## src/hw/rtl/olo_pkg.sv

```systemverilog
package olo_pkg;

   localparam int CELL_W     = 16;
   localparam int GRID_CELLS = 1 << CELL_W;
   localparam int LO_W       = 16;
   localparam int STEP_W     = 16;
   localparam int LIMIT_W    = 15;
   localparam int MAP_W      = CELL_W + 1;
   localparam int PCT_W      = 8;
   localparam int CSR_IDX_W  = 3;
   localparam int CSR_DATA_W = 17;

   localparam int SIG_ENTRIES = 50;
   localparam int SIG_CNT_W   = $clog2(SIG_ENTRIES + 1);

   localparam logic [STEP_W-1:0]  HIT_STEP_RST     = 16'd562;
   localparam logic [STEP_W-1:0]  FREE_STEP_RST    = 16'hFF27;
   localparam logic [LIMIT_W-1:0] CLAMP_LIMIT_RST  = 15'd25600;
   localparam logic [LIMIT_W-1:0] BELIEF_LIMIT_RST = 15'd5120;
   localparam logic [MAP_W-1:0]   MAP_CELLS_RST    = 17'h10000;

   localparam logic [PCT_W-1:0] PCT_EMPTY   = 8'd0;
   localparam logic [PCT_W-1:0] PCT_HALF    = 8'd50;
   localparam logic [PCT_W-1:0] PCT_FULL    = 8'd100;
   localparam logic [PCT_W-1:0] PCT_UNKNOWN = 8'hFF;

   // Smallest magnitude of L that moves the occupancy one more percent away from 50.
   localparam logic [LO_W-1:0] SIG_THR [SIG_ENTRIES] = '{
      16'd6,    16'd16,   16'd26,   16'd36,   16'd47,   16'd57,   16'd67,   16'd78,
      16'd88,   16'd99,   16'd110,  16'd120,  16'd131,  16'd142,  16'd153,  16'd165,
      16'd176,  16'd188,  16'd199,  16'd211,  16'd224,  16'd236,  16'd249,  16'd262,
      16'd275,  16'd289,  16'd303,  16'd317,  16'd332,  16'd347,  16'd363,  16'd380,
      16'd397,  16'd416,  16'd435,  16'd455,  16'd476,  16'd499,  16'd523,  16'd549,
      16'd578,  16'd609,  16'd644,  16'd683,  16'd729,  16'd783,  16'd850,  16'd938,
      16'd1072, 16'd1356
   };

   typedef enum logic [CSR_IDX_W-1:0] {
      CSR_HIT_STEP,
      CSR_FREE_STEP,
      CSR_CLAMP_LIMIT,
      CSR_BELIEF_LIMIT,
      CSR_MAP_CELLS
   } csr_idx_type;

   typedef enum logic {
      ST_CLEAR,
      ST_RUN
   } olo_state_type;

   typedef struct packed {
      logic [CELL_W-1:0] idx;
      logic              occ;
      logic              in_range;
   } olo_item_type;

   typedef struct packed {
      logic                   in_range;
      logic signed [LO_W-1:0] lo;
   } olo_lo_type;

endpackage

```

## src/hw/rtl/olo_update.sv

```systemverilog
module olo_update (
   input  logic                                    clock,
   input  logic                                    reset,
   input  olo_pkg::olo_item_type                   item,
   input  logic        [olo_pkg::LO_W-1:0]         rd_data,
   input  logic                                    commit,
   input  logic        [olo_pkg::STEP_W-1:0]       hit_step,
   input  logic        [olo_pkg::STEP_W-1:0]       free_step,
   input  logic        [olo_pkg::LIMIT_W-1:0]      clamp_limit,
   output olo_pkg::olo_lo_type                     result
);

   logic                              fwd_valid_ff, fwd_valid_in;
   logic        [olo_pkg::CELL_W-1:0] fwd_idx_ff, fwd_idx_in;
   logic signed [olo_pkg::LO_W-1:0]   fwd_lo_ff, fwd_lo_in;

   logic signed [olo_pkg::LO_W-1:0]   old_lo;
   logic signed [olo_pkg::STEP_W-1:0] step;
   logic signed [olo_pkg::LO_W:0]     sum;
   logic signed [olo_pkg::LO_W:0]     lim;
   logic signed [olo_pkg::LO_W-1:0]   new_lo;

   // The write of the previous request lands at the edge that launched this read.
   always_comb begin
      if (fwd_valid_ff && (fwd_idx_ff == item.idx)) begin
         old_lo = fwd_lo_ff;
      end else begin
         old_lo = $signed(rd_data);
      end
      step = item.occ ? $signed(hit_step) : $signed(free_step);
      sum  = $signed({old_lo[olo_pkg::LO_W-1], old_lo})
           + $signed({step[olo_pkg::STEP_W-1], step});
      lim  = $signed({{(olo_pkg::LO_W + 1 - olo_pkg::LIMIT_W){1'b0}}, clamp_limit});
      if (sum > lim) begin
         new_lo = olo_pkg::LO_W'(lim);
      end else if (sum < -lim) begin
         new_lo = olo_pkg::LO_W'(-lim);
      end else begin
         new_lo = sum[olo_pkg::LO_W-1:0];
      end
      result.in_range = item.in_range;
      result.lo       = item.in_range ? new_lo : '0;
   end

   always_comb begin
      fwd_valid_in = fwd_valid_ff;
      fwd_idx_in   = fwd_idx_ff;
      fwd_lo_in    = fwd_lo_ff;
      if (commit && item.in_range) begin
         fwd_valid_in = 1'b1;
         fwd_idx_in   = item.idx;
         fwd_lo_in    = new_lo;
      end
   end

   always_ff @(posedge clock) begin
      if (reset) begin
         fwd_valid_ff <= 1'b0;
      end else begin
         fwd_valid_ff <= fwd_valid_in;
      end
      fwd_idx_ff <= fwd_idx_in;
      fwd_lo_ff  <= fwd_lo_in;
   end

endmodule

```

## config.mk

```make
export PLATFORM = sky130hd
export DESIGN_NAME = olo_update
export DESIGN_NICKNAME = d
export VERILOG_FILES = /design/src/hw/rtl/olo_pkg.sv /design/src/hw/rtl/olo_update.sv
export SDC_FILE = /design/constraint.sdc
export NUM_CORES = 1
export LEC_CHECK = 0
export BUFFER_PORTS_ARGS = -buffer_cell sky130_fd_sc_hd__buf_2
export CAP_MARGIN = 20
export CELL_PAD_IN_SITES_DETAIL_PLACEMENT = 1
export CELL_PAD_IN_SITES_GLOBAL_PLACEMENT = 1
export CORE_ASPECT_RATIO = 1.75
export CORE_MARGIN = 4
export CORE_UTILIZATION = 35
export DETAILED_ROUTE_END_ITERATION = 10
export PLACE_DENSITY_LB_ADDON = 0.1
export SYNTH_ARGS = -nofsm -noshare
export SYNTH_HDL_FRONTEND = slang
export SYNTH_SLANG_ARGS = --single-unit
```

## constraint.sdc

```tcl
create_clock -name clock -period 6.8 [get_ports clock]
set_input_delay 0.34 -clock clock [delete_from_list [all_inputs] [get_ports clock]]
set_output_delay 0.34 -clock clock [all_outputs]
set_load 0.005 [all_outputs]
```

Word-level counts from Yosys, hierarchy flattened
Cells that the tools add are included.
{"block": "classes", "addsub": 2, "order_cmp": 2, "eq_ne": 1, "muxes": 5, "n_reduce_logical": 2}
{"operator": "two-way mux 16 bit", "count": 5}
{"operator": "adder 16 x 16 -> 17 bit", "count": 1}
{"operator": "> comparator 17 x 16 -> 1 bit", "count": 1}
{"operator": "< comparator 17 bit", "count": 1}
{"operator": "negator 15 -> 17 bit", "count": 1}
{"operator": "== test 16 bit", "count": 1}
{"operator": "logical AND 1 bit", "count": 2}
{"block": "totals", "reg_bits": 33, "out_inout_bits": 17, "wordCells": 15}

Logic depth before layout (Yosys ltp)
Gate-level depths: netlist (run 1).
{"block": "depth", "depth_word": 8, "mapped_depth": 26}

Worst setup path before layout (run 1)
Ideal clock, no wire load.
{"block": "synth_timing", "path_kind": "register -> output", "startpoint": "register fwd_idx_ff[9] (netlist bit)", "endpoint": "output port result[7] (netlist bit)", "arrival_ns": 5.086, "required_ns": 6.460, "slack_ns": 1.374, "stages_incl_launch_ff": 25, "n_path_buf": 4, "path_cell_list": "edfxtp_1 xnor2_1 nand4_1 nor3_1 nand4_1 clkbuf_1 mux2_2 ha_1 a21oi_2 nand2_1 o21ai_1 a31oi_1 or3_1 o221a_2 inv_2 buf_2 ha_1 nor3b_1 o22ai_1 o32ai_1 a21o_1 clkbuf_1 clkbuf_1 o221ai_1 a21oi_1"}
{"element": "start, declared", "line": "olo_update.sv:14", "source": "logic [olo_pkg::CELL_W-1:0] fwd_idx_ff, fwd_idx_in;"}
{"element": "start signal, assigned", "line": "olo_update.sv:62", "source": "fwd_idx_ff <= fwd_idx_in;"}
{"element": "end, declared", "line": "olo_update.sv:10", "source": "output olo_pkg::olo_lo_type result"}

==> results of run 1 <==
stage by stage:
| step | setup slack [ns] | cell area [um^2] | std cells |
|---|---|---|---|
| after floorplan | 1.37 | 4040 | 443 |
| after global placement | -0.0662 | 4680 | 666 |
| after detailed placement | -0.226 | 4680 | 666 |
| after CTS | 0.0367 | 4870 | 678 |
| after global routing | 0.0361 | 4880 | 678 |
| final | 0.423 | 4880 | 678 |
cell usage in the layout (no fill, tap or decap), types with 3 or more instances in the layout:
cell,n
a31oi_1,11
nor2b_1,7
edfxtp_1,32
and2_1,4
mux2_2,32
o221ai_2,5
nand3_1,39
buf_2,100
nor4_1,5
mux2i_1,4
a21o_1,3
o21ai_0,16
nand4_1,5
xor2_1,9
nor3_1,5
o31ai_1,4
a21oi_1,27
a21oi_2,3
o21ai_1,4
o221ai_1,5
a211oi_1,4
nor2_1,20
xnor2_1,30
a211o_1,3
nand2b_1,6
nand2_1,24
ha_1,47
inv_1,27
clkbuf_16,5
buf_4,12
Yosys cell counts, drive strengths merged, types with 3 or more instances:
library cell and number:
mux2 32, nor2 21, xnor2 31, a211oi 6
ha 47, nor3 8, xor2 9, edfxtp 32
nand2b 6, o21ai 20, and2 4, nand2 25
clkbuf 11, nor2b 7, buf 6, a21oi 30
o221ai 10, nor4 5, mux2i 4, nand4 5
a211o 3, a31oi 11, o31ai 5, a21o 3
inv 28, nand3 39
sequential cells by signal, indices dropped and copies added, names as in the netlist:
signal and count:
fwd_idx_ff 16, fwd_lo_ff 16, fwd_valid_ff 1
worst reg2reg max path, cell delays in order, from the launching register on:
cell and delay (ns):
edfxtp_1 0.38, xnor2_1 0.19, nand4_1 0.15, nor3_2 0.29
nand4_1 0.11, buf_4 0.17, buf_4 0.18, mux2_2 0.28
ha_1 0.39, a21oi_2 0.21, nand2_1 0.09, o21ai_1 0.32
a31oi_1 0.16, nor2_1 0.20, xnor2_2 0.17, ha_1 0.31
a21oi_1 0.28, nand2b_1 0.13, a2111oi_2 0.37, o21ai_1 0.15
a211oi_2 0.28, o31a_2 0.20, buf_12 0.15, o221ai_1 0.17
a21oi_1 0.27
per-layer routing:
layer | routed length, um | track usage, %
met3 | 576 | 1.82
met1 | 4900 | 20.9
met4 | 458 | 8.57
met5 | 0 | 0
met2 | 7150 | 37.8
area by class of cell:
type                    instances  area share, %
clock buffers                   6           2.64
clock inverters                 1         0.0769
inverters                      28           2.15
multi-input cells             365           59.1
flip-flops and latches         33           20.1
well taps                     132           3.38
repair buffers                113           12.5
repair_timing:
action                     in CTS  in global routing
hold endpoints to repair        0                  0
setup endpoints to repair      16                 16
setup buffers                   5                  0
gates resized for setup         1                  3
pin swaps                       2                  0
power breakdown:
part | switching (mW) | internal (mW) | leakage (nW)
logic | 0.389 | 0.274 | 1.73
registers | 0.00896 | 0.265 | 0.308
clock network | 0.0787 | 0.132 | 0.0644
total | 0.477 | 0.671 | 2.10
cells by family (layout without fill, tap and decap cells):
family	Yosys count	count (layout)	synth area share (%)
muxes	36	36	9.92
buffers and inverters	45	148	4.71
xor gates and xnor gates	40	40	8.68
AOI/OAI and AO/OA	110	110	19.7
and+or+nand+nor	131	131	17.7
DFF	33	33	24.3
adders and majority gates	48	48	15.1
worst max-delay path by stage:
stage | cells past startpoint | start | endpoint | slack [ns]
4_1_cts | 25 | fwd_idx_ff[10]$_DFFE_PP_ | result[0] | 0.04
2_1_floorplan | 24 | fwd_idx_ff[9]$_DFFE_PP_ | result[7] | 1.37
3_5_place_dp | 25 | item[12] | result[3] | -0.23
6_report | 24 | fwd_idx_ff[10]$_DFFE_PP_ | result[0] | 0.42
3_3_place_gp | 25 | item[12] | result[1] | -0.07
5_1_grt | 26 | fwd_idx_ff[10]$_DFFE_PP_ | result[3] | 0.04
==> flow_summary.json, run 1 <==
{
  "outcome": "complete, no violations",
  "hold_class": "input port to flip-flop",
  "postLayoutCoreUtil_pct": 43.5,
  "yosysTopAreaCell": "edfxtp_1",
  "grt_use_total_pct": 19.7,
  "synth_cell_types": 68,
  "powerDensity_mw_per_mm2": 235,
  "slew_violations": 0,
  "wirelength_mm": 13.1,
  "power.leakage_nw": 2.10,
  "yosysTopAreaCellShare_pct": 23.8,
  "r2r_end": "fwd_lo_ff[3]$_DFFE_PP_",
  "cp_slowest_stage_delay_ns": 0.39,
  "gp_congestion": 0.873,
  "cts_tree": "yes",
  "post_drt_wl_per_cell_um": 19.3,
  "hold_path_end": "fwd_valid_ff$_SDFFE_PP0P_",
  "core_mm2": 0.0112,
  "setup_viol": 0,
  "antenna_cells": 0,
  "crit_path_cell_trace": "xnor2_1, nand4_1, nor3_2, nand4_1, buf_4, buf_4, mux2_2, ha_1, a21oi_2, nand2_1, o21ai_1, a31oi_1, nor2_1, xnor2_2, ha_1, a21oi_1, nand2b_1, a2111oi_2, o21ai_1, a211oi_2, o31ai_2, a21oi_1, mux2i_1, buf_2",
  "crit_fanout": 10,
  "clk_pin_slew_ns": 0.05,
  "grt-ovfl-total": 0,
  "cts.path.max_buffers": 2,
  "drc": 0,
  "hp-start": "reset",
  "layout_min_cycle_time_ns": 6.38,
  "via_per_inst": 5.66,
  "initial_utilization_pct": 36.0,
  "row_count": 51,
  "hold_ws_ns": 0.219,
  "insertion_delay_ns": 0.28,
  "layout_worst_path_cycle_share_pct": 93.8,
  "synth_ff_type": "edfxtp_1",
  "h-tree-depth": 2,
  "timing_hold_violations_final": 0,
  "ys_ff_latch": 33,
  "multi_input_area_mm2": 0.00289,
  "worstReg2RegStart": "fwd_idx_ff[10]$_DFFE_PP_",
  "io_buffers": 100,
  "crit_required_ns": 6.46,
  "synthTopCellsByArea": "edfxtp_1, ha_1, mux2_2, xnor2_1, nand3_1",
  "regArea_um2": 981,
  "syn_avg_cell_area_um2": 9.11,
  "cts_made_buffers": 5,
  "cp.arrival_ns": 6.04,
  "io_pins": 101,
  "antenna_found_initial": 0,
  "cp_top_family": "compound AO/OA/AOI/OAI gates",
  "cts_sinks": 33,
  "synth_area_mm2": 0.00404,
  "critPathCaptureType": "output pin",
  "die_width_um": 89.2,
  "path_class": "flip-flop to output pin",
  "path_buf_inv": 3,
  "ys_warn_count": 0,
  "die_h_um": 150,
  "crit_slowest_cell": "ha_1",
  "power_mw": 1.15,
  "grt_pass1_vias": 4253,
  "tightest_slew_ns": 0.653,
  "place_hpwl_mm": 11.1,
  "die_area_mm2": 0.0134,
  "cp-start-kind": "flip-flop",
  "maxSlewHeadroom_pct": 56.4,
  "syn_to_final_growth_pct": 20.9,
  "irDropWorstVdd_uv": 149,
  "fin_tns_setup_ns": 0,
  "fillers": 1373,
  "vias": 3838,
  "r2r_cells": 24,
  "grt_pass1_wl_mm": 20.3,
  "ctsHoldBuffers": 0,
  "drive_gt1_share_pct": 32.8,
  "synth-edff-count": 32,
  "finalNetCount": 678,
  "drt_iter0_drc": 93,
  "ant_nets": 0,
  "holdPathStages": 2,
  "ff2ff_setup_slack_ns": 1.03,
  "fmax_mhz": 157,
  "syn-num-nets": 575,
  "rsz0062_at_grt": "no",
  "seq_area_frac_synth_pct": 24.3,
  "grt_max_degree": 34,
  "max_cap_viol_count": 0,
  "cts-root-buf": "clkbuf_16",
  "syn_inst": 443,
  "dr.pass1.iters": 4,
  "synth-async-reset-ratio_pct": 0,
  "finClkSkew_ns": 0.00441
}
Note: power is estimated with default switching activity, not from simulation.
==> run 2: changes to the inputs <==
- MAX_ROUTING_LAYER: not set -> met4
- clock period: 6.8 -> 8.1 ns (I/O delays scaled with it)
==> run 2 against run 1 <==
Against the previous run: critical path depth increased by 2; die area unchanged; total power decreased by 17%; first-iteration DRC count increased by 9.7%; highest routed layer unchanged; clock skew increased by 0.0035 ns.
==> flow_summary.json, run 2 (synthesis results as in run 1) <==
{
  "hp-start": "reset",
  "stdcell_area_mm2": 0.00480,
  "layout_commonest_cell": "buf_2",
  "drc": 0,
  "layout_setup_ws_ns": 1.27,
  "worstReg2RegStart": "fwd_idx_ff[10]$_DFFE_PP_",
  "rsz0062_at_grt": "no",
  "cts_resized": 0,
  "cp-start-kind": "flip-flop",
  "io_buffers": 100,
  "grt_max_degree": 34,
  "power_mw": 0.947,
  "tightest_slew_ns": 0.643,
  "syn_to_final_growth_pct": 18.9,
  "hold_ws_ns": 0.290,
  "r2r_end": "fwd_lo_ff[1]$_DFFE_PP_",
  "antenna_cells": 0,
  "cts_sinks": 33,
  "vias": 3722,
  "drive_gt1_share_pct": 31.2,
  "cp_slowest_stage_delay_ns": 0.42,
  "multi_input_area_mm2": 0.00287,
  "irDropWorstVdd_uv": 129,
  "cts_tree": "yes",
  "finClkSkew_ns": 0.00792,
  "top_regs": "fwd_idx_ff x16, fwd_lo_ff x16, fwd_valid_ff x1",
  "cts-root-buf": "clkbuf_16",
  "fin_tns_setup_ns": 0,
  "grt-ovfl-total": 0,
  "crit_required_ns": 7.70,
  "mostFrequentLayoutCells": "buf_2, ha_1, nand3_1, mux2_2, edfxtp_1",
  "gp_congestion": 0.874,
  "crit_fanout": 16,
  "layout_worst_path_cycle_share_pct": 84.3,
  "core_mm2": 0.0112,
  "die_h_um": 150,
  "dpl_cell_area_mm2": 0.00466,
  "cp.arrival_ns": 6.42,
  "postCtsSetupBuffers": 0,
  "finalNetCount": 670,
  "postLayoutCoreUtil_pct": 42.8,
  "via_per_inst": 5.55,
  "row_count": 51,
  "dr.pass1.iters": 4,
  "die_area_mm2": 0.0134,
  "path_buf_inv": 5,
  "place_hpwl_mm": 11.0,
  "critPathCaptureType": "output pin",
  "ff2ff_setup_slack_ns": 1.96,
  "setup_viol": 0,
  "initial_utilization_pct": 36.0,
  "grt_pass1_wl_mm": 20.4,
  "clk_pin_slew_ns": 0.05,
  "instances_no_fill": 671,
  "fillers": 1373,
  "cts_made_buffers": 5,
  "antenna_found_initial": 0,
  "cp_top_family": "compound AO/OA/AOI/OAI gates",
  "die_width_um": 89.2,
  "power.leakage_nw": 2.06,
  "post_drt_wl_per_cell_um": 19.3,
  "path_class": "flip-flop to output pin",
  "fmax_mhz": 147,
  "timing_hold_violations_final": 0,
  "h-tree-depth": 2,
  "insertion_delay_ns": 0.28,
  "dp.cells": 663,
  "place_ws_ns": 1.31,
  "layout_min_cycle_time_ns": 6.83,
  "regArea_um2": 981,
  "grt_use_total_pct": 20.4,
  "wirelength_mm": 12.9,
  "cts.path.max_buffers": 2,
  "maxSlewHeadroom_pct": 56.7,
  "cp-startpoint": "fwd_idx_ff[10]$_DFFE_PP_",
  "outcome": "complete, no violations",
  "hold_class": "input port to flip-flop",
  "crit_path_end": "result[2]",
  "ctsHoldBuffers": 0,
  "grt_pass1_vias": 4034,
  "ant_nets": 0,
  "max_cap_viol_count": 0,
  "slew_violations": 0,
  "r2r_cells": 24,
  "drt_iter0_drc": 102,
  "io_pins": 101,
  "powerDensity_mw_per_mm2": 197,
  "cp.depth": 26,
  "crit_slowest_cell": "o221a_2"
}
-- run 2: cell types whose count changed in the layout (fill, tap and decap cells not counted), sizes merged --
| cell | previous run | this run |
|---|---|---|
| clkbuf | 6 | 8 |
| clkinv | 1 | 0 |
| buf | 113 | 105 |
-- run 2: metal layers --
| metal | wire [um] | track usage, % |
|---|---|---|
| met1 | 4970 | 21.6 |
| met2 | 7100 | 38.6 |
| met3 | 523 | 1.49 |
| met5 | 0 | - |
| met4 | 335 | 6.56 |
-- run 2: worst reg2reg max path, delay by kind of cell (launching register included) --
kind,cells,cell delay (ns)
simple gates,7,1.48
xor+xnor,1,0.16
mux,1,0.25
compound gates,8,1.84
buf+inv,4,0.80
fa+ha+maj,3,0.97
flops,1,0.37
-- run 2: worst min-delay path by stage --
stage / to / slack [ns] / depth (start not counted)
after floorplan: fwd_valid_ff$_SDFFE_PP0P_ / 0.44 / 2
after global placement: fwd_valid_ff$_SDFFE_PP0P_ / 0.46 / 2
after detailed placement: fwd_valid_ff$_SDFFE_PP0P_ / 0.51 / 2
after CTS: fwd_valid_ff$_SDFFE_PP0P_ / 0.29 / 2
after global routing: fwd_valid_ff$_SDFFE_PP0P_ / 0.29 / 2
final: fwd_valid_ff$_SDFFE_PP0P_ / 0.29 / 2
-- run 2: where the power goes --
| group | internal (mW) | switching, mW | total (mW) | leakage [nW] |
|---|---|---|---|---|
| sequential | 0.223 | 0.00714 | 0.230 | 0.308 |
| clock | 0.122 | 0.0669 | 0.189 | 0.0712 |
| combinational | 0.211 | 0.317 | 0.528 | 1.68 |
-- run 2: cell type report --
| type | instances | share of cell area [%] |
|---|---|---|
| multi-input cells | 365 | 59.7 |
| inverters | 28 | 2.19 |
| repair buffers | 105 | 11.2 |
| well taps | 132 | 3.44 |
| flip-flops and latches | 33 | 20.4 |
| clock buffers | 8 | 3.05 |
