===== config.mk =====
export PLATFORM = sky130hd
export DESIGN_NAME = olo_occ
export DESIGN_NICKNAME = d
export VERILOG_FILES = /design/src/hw/rtl/olo_pkg.sv /design/src/hw/rtl/olo_occ.sv
export SDC_FILE = /design/constraint.sdc
export NUM_CORES = 1
export LEC_CHECK = 0
export ABC_AREA = 1
export BUFFER_PORTS_ARGS = -buffer_cell sky130_fd_sc_hd__clkbuf_2
export CORE_ASPECT_RATIO = 1.4
export CORE_MARGIN = 8
export CORE_UTILIZATION = 44
export CTS_CLUSTER_DIAMETER = 100
export CTS_CLUSTER_SIZE = 16
export DETAILED_ROUTE_END_ITERATION = 10
export PLACE_DENSITY = 0.62
export SYNTH_ARGS = -nofsm -noshare
export SYNTH_HDL_FRONTEND = slang
export SYNTH_SLANG_ARGS = --single-unit
export TNS_END_PERCENT = 20

===== constraint.sdc =====
create_clock -name clock -period 35.6 [get_ports clock]
set_input_delay 3.56 -clock clock [delete_from_list [all_inputs] [get_ports clock]]
set_output_delay 3.56 -clock clock [all_outputs]
set_load 0.03 [all_outputs]

===== src/hw/rtl/olo_pkg.sv =====
package olo_pkg;

   localparam int CELL_W     = 16;
   localparam int GRID_CELLS = 1 << CELL_W;
   localparam int LO_W       = 16;
   localparam int STEP_W     = 16;
   localparam int LIMIT_W    = 15;
   localparam int MAP_W      = CELL_W + 1;
   localparam int PCT_W      = 8;
   localparam int CSR_IDX_W  = 3;
   localparam int CSR_DATA_W = 17;

   localparam int SIG_ENTRIES = 50;
   localparam int SIG_CNT_W   = $clog2(SIG_ENTRIES + 1);

   localparam logic [STEP_W-1:0]  HIT_STEP_RST     = 16'd562;
   localparam logic [STEP_W-1:0]  FREE_STEP_RST    = 16'hFF27;
   localparam logic [LIMIT_W-1:0] CLAMP_LIMIT_RST  = 15'd25600;
   localparam logic [LIMIT_W-1:0] BELIEF_LIMIT_RST = 15'd5120;
   localparam logic [MAP_W-1:0]   MAP_CELLS_RST    = 17'h10000;

   localparam logic [PCT_W-1:0] PCT_EMPTY   = 8'd0;
   localparam logic [PCT_W-1:0] PCT_HALF    = 8'd50;
   localparam logic [PCT_W-1:0] PCT_FULL    = 8'd100;
   localparam logic [PCT_W-1:0] PCT_UNKNOWN = 8'hFF;

   // Smallest magnitude of L that moves the occupancy one more percent away from 50.
   localparam logic [LO_W-1:0] SIG_THR [SIG_ENTRIES] = '{
      16'd6,    16'd16,   16'd26,   16'd36,   16'd47,   16'd57,   16'd67,   16'd78,
      16'd88,   16'd99,   16'd110,  16'd120,  16'd131,  16'd142,  16'd153,  16'd165,
      16'd176,  16'd188,  16'd199,  16'd211,  16'd224,  16'd236,  16'd249,  16'd262,
      16'd275,  16'd289,  16'd303,  16'd317,  16'd332,  16'd347,  16'd363,  16'd380,
      16'd397,  16'd416,  16'd435,  16'd455,  16'd476,  16'd499,  16'd523,  16'd549,
      16'd578,  16'd609,  16'd644,  16'd683,  16'd729,  16'd783,  16'd850,  16'd938,
      16'd1072, 16'd1356
   };

   typedef enum logic [CSR_IDX_W-1:0] {
      CSR_HIT_STEP,
      CSR_FREE_STEP,
      CSR_CLAMP_LIMIT,
      CSR_BELIEF_LIMIT,
      CSR_MAP_CELLS
   } csr_idx_type;

   typedef enum logic {
      ST_CLEAR,
      ST_RUN
   } olo_state_type;

   typedef struct packed {
      logic [CELL_W-1:0] idx;
      logic              occ;
      logic              in_range;
   } olo_item_type;

   typedef struct packed {
      logic                   in_range;
      logic signed [LO_W-1:0] lo;
   } olo_lo_type;

endpackage


===== src/hw/rtl/olo_occ.sv =====
module olo_occ (
   input  logic                               clock,
   input  logic                               reset,
   input  logic                               in_valid,
   output logic                               in_ready,
   input  olo_pkg::olo_lo_type                in_data,
   input  logic        [olo_pkg::LIMIT_W-1:0] belief_limit,
   output logic                               rsp_valid,
   input  logic                               rsp_ready,
   output logic                               rsp_in_range,
   output logic signed [olo_pkg::PCT_W-1:0]   rsp_occupancy_percent,
   output logic signed [olo_pkg::LO_W-1:0]    rsp_log_odds_value
);

   logic                             s2_valid_ff, s2_valid_in;
   olo_pkg::olo_lo_type              s2_ff, s2_in;
   logic                             out_valid_ff, out_valid_in;
   logic                             out_in_range_ff, out_in_range_in;
   logic [olo_pkg::PCT_W-1:0]        out_pct_ff, out_pct_in;
   logic [olo_pkg::LO_W-1:0]         out_lo_ff, out_lo_in;

   logic                             out_ready;
   logic                             neg;
   logic [olo_pkg::LO_W-1:0]         mag;
   logic [olo_pkg::SIG_CNT_W-1:0]    cnt;
   logic [olo_pkg::PCT_W-1:0]        pos_pct;
   logic [olo_pkg::PCT_W-1:0]        pct;

   assign out_ready = !out_valid_ff || rsp_ready;
   assign in_ready  = !s2_valid_ff || out_ready;

   always_comb begin
      neg = s2_ff.lo[olo_pkg::LO_W-1];
      mag = neg ? unsigned'(-s2_ff.lo) : unsigned'(s2_ff.lo);
      cnt = '0;
      for (int k = 0; k < olo_pkg::SIG_ENTRIES; k++) begin
         if (mag >= olo_pkg::SIG_THR[k]) begin
            cnt = cnt + 1'b1;
         end
      end
      pos_pct = olo_pkg::PCT_HALF + olo_pkg::PCT_W'(cnt);
      if (!s2_ff.in_range) begin
         pct = olo_pkg::PCT_UNKNOWN;
      end else if (mag > {{(olo_pkg::LO_W - olo_pkg::LIMIT_W){1'b0}}, belief_limit}) begin
         pct = neg ? olo_pkg::PCT_EMPTY : olo_pkg::PCT_FULL;
      end else begin
         pct = neg ? (olo_pkg::PCT_FULL - pos_pct) : pos_pct;
      end
   end

   always_comb begin
      s2_valid_in     = s2_valid_ff;
      s2_in           = s2_ff;
      out_valid_in    = out_valid_ff;
      out_in_range_in = out_in_range_ff;
      out_pct_in      = out_pct_ff;
      out_lo_in       = out_lo_ff;
      if (in_ready) begin
         s2_valid_in = in_valid;
         if (in_valid) begin
            s2_in = in_data;
         end
      end
      if (out_ready) begin
         out_valid_in = s2_valid_ff;
         if (s2_valid_ff) begin
            out_in_range_in = s2_ff.in_range;
            out_pct_in      = pct;
            out_lo_in       = s2_ff.lo;
         end
      end
   end

   always_ff @(posedge clock) begin
      if (reset) begin
         s2_valid_ff  <= 1'b0;
         out_valid_ff <= 1'b0;
      end else begin
         s2_valid_ff  <= s2_valid_in;
         out_valid_ff <= out_valid_in;
      end
      s2_ff           <= s2_in;
      out_in_range_ff <= out_in_range_in;
      out_pct_ff      <= out_pct_in;
      out_lo_ff       <= out_lo_in;
   end

   assign rsp_valid             = out_valid_ff;
   assign rsp_in_range          = out_in_range_ff;
   assign rsp_occupancy_percent = $signed(out_pct_ff);
   assign rsp_log_odds_value    = $signed(out_lo_ff);

endmodule


==> Word-level counts from Yosys, hierarchy flattened <==
Index checks and enable logic that the tools add are counted.
{ "totals": {"elab_cells": 170, "in_bits": 36, "regBits": 44, "out_inout_bits": 27} }
{ "classes": {"mux": 54, "reduce_logical": 6, "magnitude_cmp": 51, "n_addsub": 52} }
{ "ops": {"columns": ["operator", "count"], "rows": [
  ["6-bit by 1-bit adder with 6-bit output (second input constant)", 49],
  ["6-bit two-way mux", 49],
  ["16-bit by 9-bit >= comparator with 1-bit output (second input constant)", 15],
  ["16-bit by 8-bit >= comparator with 1-bit output (second input constant)", 11],
  ["16-bit by 10-bit >= comparator with 1-bit output (second input constant)", 10],
  ["16-bit by 7-bit >= comparator with 1-bit output (second input constant)", 6],
  ["16-bit by 6-bit >= comparator with 1-bit output (second input constant)", 3],
  ["16-bit by 11-bit >= comparator with 1-bit output (second input constant)", 2],
  ["16-bit by 5-bit >= comparator with 1-bit output (second input constant)", 2],
  ["16-bit by 3-bit >= comparator with 1-bit output (second input constant)", 1],
  ["16-bit by 15-bit > comparator with 1-bit output", 1],
  ["16-bit two-way mux", 1],
  ["8-bit two-way mux", 2],
  ["16-bit negation", 1],
  ["7-bit by 7-bit subtractor with 8-bit output (first input constant)", 1],
  ["6-bit by 6-bit adder with 7-bit output (first input constant)", 1],
  ["7-bit two-way mux", 1],
  ["2-bit AND reduction", 2],
  ["1-bit zero test", 2],
  ["1-bit logical OR", 2],
  ["1-bit two-way mux", 1]
]} }

==> Logic depth before layout (Yosys ltp) <==
Gate-level depths: netlist (run 1).
{ "depth": {"ltp_word": 106, "depth_mapped": 201} }

==> Worst setup path before layout (run 1) <==
OpenSTA, ideal clock, no wires.
{ "synth_timing": {"path_type": "reg-to-reg", "start": "register s2_ff[0] (netlist bit)", "end": "register out_pct_ff (netlist bit rsp_occupancy_percent[5]), data pin", "t_arrival_ps": 31472, "setup_time_ps": 257, "synth_period_minus_slack_ps": 31728, "setup_slack_ps": 3872, "path_stages_with_launch": 195, "cell_sequence": "edfxtp_1 inv_4 ha_1 nand3_2 nand2_4 nand2_1 nand2_1 nand2_4 inv_6 nand2_4 nor2_8 nand2_4 buf_8 nor2_1 ha_1 inv_1 nand4_1 nand2_1 [159 not listed] inv_1 ha_1 or2_2 nand2_1 inv_1 ha_1 nand2_1 o21ai_0 ha_1 nand2_1 nand2_1 ha_1 nand2_1 inv_1 nor3_2 nand2_1 nor2_1 o21ai_1"} }
{ "synth_between": {"elab_chain_cells": 106, "word_cells_on_any_way": 156, "cone_classes": "52 x add/sub; 51 x order compare; 53 x mux"} }
{ "synth_lines": {"columns": ["element", "line_no", "source"], "rows": [
  ["start: declaration", "olo_occ.sv:16", "olo_pkg::olo_lo_type s2_ff, s2_in;"],
  ["start signal: assignment", "olo_occ.sv:82", "s2_ff <= s2_in;"],
  ["16-bit negation", "olo_occ.sv:34", "mag = neg ? unsigned'(-s2_ff.lo) : unsigned'(s2_ff.lo);"],
  ["16-bit two-way mux (*)", "olo_occ.sv:34", null],
  ["16-bit by 3-bit >= comparator with 1-bit output", "olo_occ.sv:37", "if (mag >= olo_pkg::SIG_THR[k]) begin"],
  ["1-bit two-way mux", "olo_occ.sv:37", null],
  ["6-bit by 1-bit adder with 6-bit output", "olo_occ.sv:38", "cnt = cnt + 1'b1;"],
  ["6-bit two-way mux", "olo_occ.sv:37", null],
  ["6-bit by 1-bit adder with 6-bit output", "olo_occ.sv:38", null],
  ["6-bit two-way mux", "olo_occ.sv:37", null],
  ["[90 not listed]", null, null],
  ["6-bit by 1-bit adder with 6-bit output", "olo_occ.sv:38", null],
  ["6-bit two-way mux", "olo_occ.sv:37", null],
  ["6-bit by 1-bit adder with 6-bit output", "olo_occ.sv:38", null],
  ["6-bit two-way mux", "olo_occ.sv:37", null],
  ["6-bit by 6-bit adder with 7-bit output", "olo_occ.sv:41", "pos_pct = olo_pkg::PCT_HALF + olo_pkg::PCT_W'(cnt);"],
  ["7-bit by 7-bit subtractor with 8-bit output", "olo_occ.sv:47", "pct = neg ? (olo_pkg::PCT_FULL - pos_pct) : pos_pct;"],
  ["8-bit two-way mux", "olo_occ.sv:47", null],
  ["8-bit two-way mux (*)", "olo_occ.sv:44", "end else if (mag > {{(olo_pkg::LO_W - olo_pkg::LIMIT_W){1'b0}}, belief_limit}) begin"],
  ["end signal: assignment", "olo_occ.sv:84", "out_pct_ff <= out_pct_in;"],
  ["end: declaration", "olo_occ.sv:19", "logic [olo_pkg::PCT_W-1:0] out_pct_ff, out_pct_in;"]
]} }
Mark *: on every way between the ends. The rest lies on a longest branch, timed or not.
A chain may end at the register's enable or synchronous reset.

==> Worst setup path in the final report (run 1) <==
{ "layout_timing": {"start": "register s2_ff[3] (netlist bit)", "end": "register out_pct_ff (netlist bit rsp_occupancy_percent[6]), data pin"} }
Same word-level chain as after synthesis.

==> impl_results.md, run 1 <==
* Worst EP required at approximately 36 ns
* Worst slew pin tran at 0.6730 ns
* Slowest stage delay, CP at 0.45 ns
* Slew margin rel. at ~55%
* Die height at 201.6 um
* DR WL/cell at roughly 11 um
* Yosys top cell by area: nand2_1
* First-pass GRT wire length at 45,850 um
* Max Buffers Root-to-Sink at 2
* Worst-path fanout max at 12
* Post-synthesis cell count at 1,961
* Vias in the first global route at roughly 11,000
* Worst-path clk slew at 0.07 ns
* CTS tree: done
* Async SR Flop Fraction at 0%
* EDFF count, synth at between 40 and 50
* Hold Crit Class: reg2reg
* CP dominant cell by count: nand2_1
* Met2 wire len at about 13,000 um
* Largest net degree at the start of global routing at 26
* Sequential fraction of the synthesis area at 12.02%
* Main synth FF type: edfxtp_1
* CP max-delay cell: edfxtp_1
* Startpoint Class: register
* Avg Cell Area, Syn at 5.522 um^2
* Setup violators final at 0
* First-pass DRT Iterations at 5
* Die span in x at 148.6 um
* CP endpoint kind: register
* Max cap viols at 0
* Clk root buf: clkbuf_16
* Final period util at 93.36%
* Layout cell share with drive strength beyond 1 at 18.32%
* Crit Path Class: reg2reg
* CP Data Arrival Time at 33.28 ns
* Vias at 11,420
* Routed Wire Length at ~26,000 um
* Min cycle time layout at 33.23 ns
* Clock buffer count from CTS at 5
* P&R area growth vs syn at 8.747%
* #FFs+latches synth at 44
* Later-pin clock latency in the skew report at 0.29 ns
* Die area at 0.02996 mm^2
* Uppermost layer routed: met4
* Gpl congestion at 0.9337
* I/O Buffers at 62
* WL met1 at 11,050 um
* H-tree depth at 2
* Fmax at between 30 and 40 MHz
* Drc violations at 0
* Via density at about 4.8
* Final nets at 2,141
* Synthesized cell area at 0.01083 mm^2
* Starting Density at between 40% and 50%
* Outcome: finished, final reports clean
* Ant diodes at 0
* Synth cell types at 46
* Syn. warnings at 0
* DRT iter0 DRCs at 375
* Initial antenna violation count at 0
* Commonest cells after routing, fill and taps aside: nand2_1 (596), inv_1 (435), nand3_1 (254), nor2_1 (123), nand2_2 (119)
* CTS Sinks at between 40 and 50
* Skew final at 0.01070 ns
* Num rows at slightly below 70
* Met3 wire length at 809 um
* Placed cell count at approximately 2,300
* Synth top area cells: nand2_1 (21%), inv_1 (15%), nand3_1 (12%)
* GRT overflow at 0
* Slew Limit Fails at 0
* Global Route Usage Sum at between 15 and 20%
* Final ANT Viol Nets at 0
* DP HPWL at roughly 23,000 um
* Net count after synthesis at 2,062
* Final Hold Fails at 0
* Most common cell after layout, fill and taps aside: nand2_1
* Core area at about 0.024 mm^2
* Non-Filler Instances at 2,356
* Number of top-level pins at 63
* Area fraction of the dominant cell type after synthesis at 20.66%
## registers in the layout, indices dropped and copies added (netlist names)
name and cells:
rsp_log_odds_value 16, s2_ff 16, rsp_occupancy_percent 8, neg 1
rsp_in_range 1, rsp_valid 1, s2_valid_ff 1
## Yosys cell counts, types with 4 or more instances
library cell	n
or2_1	4
o211ai_1	4
o21ai_1	10
nand3_1	254
nand4_1	11
o21ai_0	35
edfxtp_1	42
a31oi_1	6
nand2_4	5
ha_1	65
nand3b_1	20
or2_2	29
nand2_1	596
inv_2	18
nor3_2	12
nand3_2	76
nand2_2	119
a21oi_1	27
nor2_2	6
nor3_1	24
nor2_1	125
inv_1	435
## repair_timing
item,in CTS,in global routing
hold buffers,0,0
setup buffers,0,13
endpoints found under the setup margin,0,7
gates resized for setup,0,11
## logic make-up (layout without fill, tap and decap cells)
logic type	after synthesis	after routing	share of synthesized area [%]
and+or+nand+nor	1292	1292	58.94
DFF	44	44	12.02
adders and majority gates	65	65	7.511
AOI/OAI and AO/OA	96	96	4.992
buffers and inverters	464	544	16.54
## routing by layer
metal  vias up  track usage, %
met4         0           5.152
met3        42           2.001
li1       6276               -
met2       171           34.39
met5         -               0
met1      4932           19.19
## stage by stage
stage          cell area (um^2)     TNS [ns]  hold slack (ns)  worst slack, ns  utilization (%)
2_1_floorplan             10830            0           0.4448            3.872                -
3_5_place_dp              11500            0           0.4641            1.834            47.09
3_3_place_gp              11500            0           0.4667            2.571            47.09
6_report                  11780            0           0.4890            2.365            48.22
5_1_grt                   11780  -0.00004263           0.5151      -0.00004263            48.22
4_1_cts                   11650            0           0.4919            1.769            47.70
## path summary, 6_finish.rpt
kind             start                       end  slack (ns)  cells after the start
max reg2reg   s2_ff[3]  rsp_occupancy_percent[6]        2.37                    196
min          s2_ff[13]    rsp_log_odds_value[13]        0.49                      0
max           s2_ff[3]  rsp_occupancy_percent[6]        2.37                    196
min reg2reg  s2_ff[13]    rsp_log_odds_value[13]        0.49                      0
## worst max-delay path: cells and delay by family, from the launching register on
family,cells,cell delay [ns]
adder cells (fa/ha/maj),49,13.50
buffers and inverters,35,1.94
flip-flops,1,0.45
AND/OR/NAND/NOR,105,16.21
AO/OA/AOI/OAI,7,0.85
## cell type report
cell class / count / area (um^2)
clock buffer: 5 / 125.1
clock inverter: 3 / 23.77
fill: 2613 / 12640
inverter: 459 / 1738
multi-input combinational: 1453 / 7770
sequential: 44 / 1301
tap: 315 / 394.1
timing repair buffer: 77 / 422.9
Power of run 1 is left out: the tool's default activity adds up to more than one toggle a clock period on the data nets, which glitch-free logic cannot reach.
==> inputs of run 2 (changes only) <==
BUFFER_PORTS_ARGS = default   (was -buffer_cell sky130_fd_sc_hd__clkbuf_2)
DONT_BUFFER_PORTS = 1   (was default)
PLACE_DENSITY = 0.6   (was 0.62)
==> run 2 against run 1 <==
  * Clock skew shrank 0.0030 ns
  * Worst hold slack improved by 0.0046 ns
  * Routed wire length is 0.78% lower
  * Final area is 2.4% lower
  * Flip-flop and latch count is the same
  * Sequential share of layout area grew 0.27 points
  * Setup slack improved by 0.065 ns
  * Maximum frequency grew 0.19%
  * Critical path type unchanged
  * Critical endpoint unchanged
  * Largest cell class unchanged
  * Highest routed layer unchanged
==> impl_results.md, run 2 (same netlist as run 1, synthesis figures left out) <==
* Clk root buf: clkbuf_16
* Num rows at 68 (unchanged)
* Setup violators final at 0 (unchanged)
* Layout cell share with drive strength beyond 1 at 15.75% (-2.6 points)
* Worst-path fanout max at 13 (+1)
* Outcome: finished, final reports clean
* Later-pin clock latency in the skew report at 0.29 ns (about the same)
* Via density at 4.854 (+0.13%)
* Gpl congestion at 0.8936 (-4.3%)
* H-tree depth at 2 (unchanged)
* CTS Sinks at 44 (unchanged)
* Worst-path clk slew at 0.06 ns (about the same)
* P&R area growth vs syn at 6.182%
* CP endpoint kind: register
* Slew margin rel. at 56.89% (+2.0 points)
* Dpl ws at 1.414 ns (-0.4196 ns)
* Min cycle time layout at 33.17 ns (-0.06466 ns)
* Commonest cells after routing, fill and taps aside: nand2_1 (592), inv_1 (435), nand3_1 (254), nor2_1 (123), nand2_2 (123)
* Startpoint Class: register
* Final Hold Fails at 0 (unchanged)
* Ant diodes at 0 (unchanged)
* Final period util at 93.17% (-0.18 points)
* Global Route Usage Sum at 17.38% (-0.28 points)
* CTS tree: done
* Number of top-level pins at 63 (unchanged)
* Non-Filler Instances at 2,290 (-2.8%)
* Hold slack at 0.4937 ns (+0.004616 ns)
* First-pass GRT wire length at 44,670 um (-2.6%)
* Final worst slack at 2.430 ns (+0.06466 ns)
* DP HPWL at 22,780 um (-1.2%)
* CP dominant cell by count: nand2_1
* Die span in x at 148.6 um (unchanged)
* DR WL/cell at 11.32 um (+2.1%)
* Die area at 0.02996 mm^2 (unchanged)
* CP Data Arrival Time at 33.22 ns (-0.06 ns)
* Routed Wire Length at 25,920 um (-0.78%)
* Fill count at 2,680 (+2.6%)
* Drc violations at 0 (unchanged)
* I/O Buffers at 0 (-100%)
* Largest net degree at the start of global routing at 32 (+23%)
* Core area at 0.02442 mm^2 (unchanged)
* Hold Crit Class: reg2reg
* Vias in the first global route at 10,520 (-3.1%)
* Slowest stage delay, CP at 0.45 ns (about the same)
* Max Buffers Root-to-Sink at 2 (unchanged)
* Starting Density at 44.34% (unchanged)
* First-pass DRT Iterations at 5 (unchanged)
* Final ANT Viol Nets at 0 (unchanged)
* Final nets at 2,075 (-3.1%)
* Final design utilization at 47.08% (-1.1 points)
* Clock buffer count from CTS at 5 (unchanged)
* Fmax at 30.15 MHz (+0.19%)
* Die height at 201.6 um (unchanged)
* Crit Path Class: reg2reg
* Most common cell after layout, fill and taps aside: nand2_1
* Slew Limit Fails at 0 (unchanged)
* Reg area at 0.001301 mm^2 (unchanged)
* Vias at 11,120 (-2.7%)
* DRT iter0 DRCs at 326 (-13%)
* CP max-delay cell: edfxtp_1
* Worst slew pin tran at 0.6460 ns (-0.02699 ns)
* Area occupied by multi-input gates at 0.007802 mm^2 (+0.42%)
* Max cap viols at 0 (unchanged)
* Worst reg-to-reg setup slack at 2.43 ns (+0.06 ns)
* Skew final at 0.007723 ns (-0.002972 ns)
* Placed cell count at 2,272 (-2.7%)
* GRT overflow at 0 (unchanged)
* Worst EP required at 35.65 ns (about the same)
* Initial antenna violation count at 0 (unchanged)
run 2: cell types whose count changed in the layout (fill, tap and decap cells not counted), sizes merged:
cell      change
buf           -4
bufinv        +1
clkbuf       -60
clkinv        -1
clkinvlp      -2
run 2: cell type report:
class                   count  share of cell area [%]
clock inverters             1                  0.2612
clock buffers               7                   1.154
inverters                 459                   15.12
flip-flops and latches     44                   11.32
repair buffers             11                  0.8597
multi-input cells        1453                   67.86
well taps                 315                   3.428
run 2: through the flow:
stage | area (um^2) | setup TNS, ns
floorplan | 10830 | 0
global placement | 11180 | 0
detailed placement | 11180 | 0
CTS | 11340 | 0
global route | 11500 | -0.02334
finish | 11500 | 0
run 2: path summary, 6_finish.rpt:
check	startpoint	endpoint	cells past startpoint
min	s2_ff[14]	rsp_log_odds_value[14]	0
max reg2reg	s2_ff[1]	rsp_occupancy_percent[6]	197
min reg2reg	s2_ff[14]	rsp_log_odds_value[14]	0
max	s2_ff[1]	rsp_occupancy_percent[6]	197
run 2: worst max-delay path, delay by kind of cell, from the launching register on:
kind / cells / cell delay (ns)
buffers and inverters: 35 / 2.05
adder cells (fa/ha/maj): 50 / 13.72
AND/OR/NAND/NOR: 105 / 15.84
flip-flops: 1 / 0.45
AO/OA/AOI/OAI: 7 / 0.77
run 2: repair_timing:
item,4_1_cts,5_1_grt
setup endpoints to repair,0,7
endpoints found under the hold margin,0,0
hold buffers,0,0
gates resized for setup,0,17
buffers inserted,0,10
run 2: layer usage:
| layer | vias up | GRT usage [%] | wire length, um |
|---|---|---|---|
| li1 | 6137 | - | - |
| met1 | 4830 | 18.56 | 10990 |
| met2 | 112 | 33.90 | 13490 |
| met3 | 37 | 2.248 | 796 |
| met4 | 0 | 5.407 | 635 |
| met5 | - | 0 | 0 |
Power of run 2 is left out for the same reason.
==> inputs of run 3 (changes only) <==
PLACE_DENSITY = 0.62   (was 0.6)
clock period = 28.6 ns   (was 35.6 ns; I/O delays follow)
==> run 3 against run 2 <==
  * First-iteration DRC count is 9.2% higher
  * Clock skew decreased by 0.0019 ns
  * Non-clock buffer count grew 141
  * Via count is 6.5% higher
  * Die area is the same
  * Maximum frequency is 21% higher
  * Register-to-register slack got worse by 1.2 ns
  * Largest cell class unchanged
==> impl_results.md, run 3 (same netlist as run 1, synthesis figures left out) <==
* P&R area growth vs syn at 23.52%
* Ant diodes at 0 (unchanged)
* Global Route Usage Sum at 18.25% (+0.87 points)
* H-tree depth at 2 (unchanged)
* Placed cell area at 0.01241 mm^2 (+11%)
* Final Hold Fails at 0 (unchanged)
* CP Depth at 197 (unchanged)
* Layout cell share with drive strength beyond 1 at 27.59% (+12 points)
* Gpl congestion at 0.9133 (+2.2%)
* Number of top-level pins at 63 (unchanged)
* CTS tree: done
* Slowest stage delay, CP at 0.46 ns (about the same)
* Min cycle time layout at 27.41 ns (-5.762 ns)
* Final TNS setup at 0 ns (unchanged)
* DRT iter0 DRCs at 356 (+9.2%)
* Initial antenna violation count at 0 (unchanged)
* Max Buffers Root-to-Sink at 2 (unchanged)
* Finished Cell Area at 0.01337 mm^2 (+16%)
* Largest net degree at the start of global routing at 28 (-13%)
* Outcome: finished, final reports clean
* R2R cell count at 197 (unchanged)
* CTS Sinks at 44 (unchanged)
* Core area at 0.02442 mm^2 (unchanged)
* First-pass DRT Iterations at 5 (unchanged)
* Most common cell after layout, fill and taps aside: nand2_1
* Startpoint Class: register
* Max cap viols at 0 (unchanged)
* Vias in the first global route at 11,460 (+8.9%)
* Worst slew pin tran at 0.8888 ns (+0.2428 ns)
* CP top delay family: simple AND/OR/NAND/NOR gates
* GRT overflow at 0 (unchanged)
* Die height at 201.6 um (unchanged)
* Starting Density at 44.34% (unchanged)
* Hold Crit Class: reg2reg
* CP Data Arrival Time at 27.45 ns (-5.77 ns)
* Final period util at 95.83% (+2.7 points)
* First-pass GRT wire length at 47,280 um (+5.8%)
* Die span in x at 148.6 um (unchanged)
* Skew final at 0.005815 ns (-0.001909 ns)
* Vias at 11,840 (+6.5%)
* Worst EP required at 28.64 ns (-7.01 ns)
* DP HPWL at 23,900 um (+5.0%)
* Final design utilization at 54.77% (+7.7 points)
* I/O Buffers at 0 (unchanged)
* CP endpoint kind: register
* Slew margin rel. at 40.47% (-16 points)
* Slew Limit Fails at 0 (unchanged)
* Setup violators final at 0 (unchanged)
* Via density at 4.869 (+0.30%)
* Routed Wire Length at 27,870 um (+7.6%)
* Fmax at 36.48 MHz (+21%)
* Later-pin clock latency in the skew report at 0.29 ns (about the same)
* DR WL/cell at 11.46 um (+1.3%)
* Num rows at 68 (unchanged)
* Clock buffer count from CTS at 5 (unchanged)
* CP max-delay cell: edfxtp_1
* Worst-path fanout max at 5 (-8)
* Commonest cells after routing, fill and taps aside: nand2_1 (537), inv_1 (408), nand3_1 (246), nand2_2 (159), buf_4 (150)
* Clk root buf: clkbuf_16
* Crit Path Class: reg2reg
* Drc violations at 0 (unchanged)
* Final ANT Viol Nets at 0 (unchanged)
* Dpl ws at -0.7927 ns (-2.207 ns)
* Final worst slack at 1.191 ns (-1.238 ns)
* Final nets at 2,217 (+6.8%)
* Die area at 0.02996 mm^2 (unchanged)
* Worst-path clk slew at 0.06 ns (about the same)
* CP dominant cell by count: nand2_2
* Worst Hold Depth at 0 (unchanged)
* Worst path bufs/invs at 38 (+8.6%)
[run 3: cell count changes in the layout (fill, tap and decap cells not counted), sizes merged]
cell / delta
nand2: +1
clkbuf: -1
clkinv: +1
buf: +141
[run 3: timing repair]
item	4_1_cts	5_1_grt
hold buffers	0	0
endpoints found under the hold margin	0	0
pin swaps	20	109
setup endpoints to repair	7	7
resized for setup	25	95
setup buffers	13	16
cloned	1	0
[run 3: layout make-up]
| class | count | area [um^2] |
|---|---|---|
| clock buffers | 6 | 128.9 |
| clock inverters | 2 | 35.03 |
| fillers | 2459 | 11040 |
| inverters | 459 | 1743 |
| multi-input cells | 1454 | 8615 |
| flip-flops and latches | 44 | 1301 |
| well taps | 315 | 394.1 |
| repair buffers | 152 | 1157 |
[run 3: stage by stage]
step | hold slack, ns | instances
2_1_floorplan | 0.4448 | 1961
3_3_place_gp | 0.4868 | 2394
3_5_place_dp | 0.4795 | 2394
4_1_cts | 0.4996 | 2416
5_1_grt | 0.5208 | 2432
6_report | 0.4912 | 2432
[run 3: worst paths after layout]
path,endpoint,startpoint,slack (ns)
min,rsp_log_odds_value[14],s2_ff[14],0.49
max,rsp_occupancy_percent[6],s2_ff[1],1.19
max reg2reg,rsp_occupancy_percent[6],s2_ff[1],1.19
min reg2reg,rsp_log_odds_value[14],s2_ff[14],0.49
[run 3: metal layers]
metal / GRT usage, % / vias up / part of all wire, %
met5: 0 / - / 0
met4: 4.859 / 0 / 2.2
met3: 2.428 / 39 / 3.5
met2: 37.89 / 152 / 55
met1: 17.85 / 5219 / 39
li1: - / 6431 / -
[run 3: worst reg2reg max path, delay by kind of cell (launching register included)]
family / cells / cell delay, ns
buffers and inverters: 38 / 1.98
AO/OA/AOI/OAI: 7 / 0.72
AND/OR/NAND/NOR: 102 / 12.36
adder cells (fa/ha/maj): 50 / 11.72
flip-flops: 1 / 0.46
Power of run 3 is left out for the same reason.
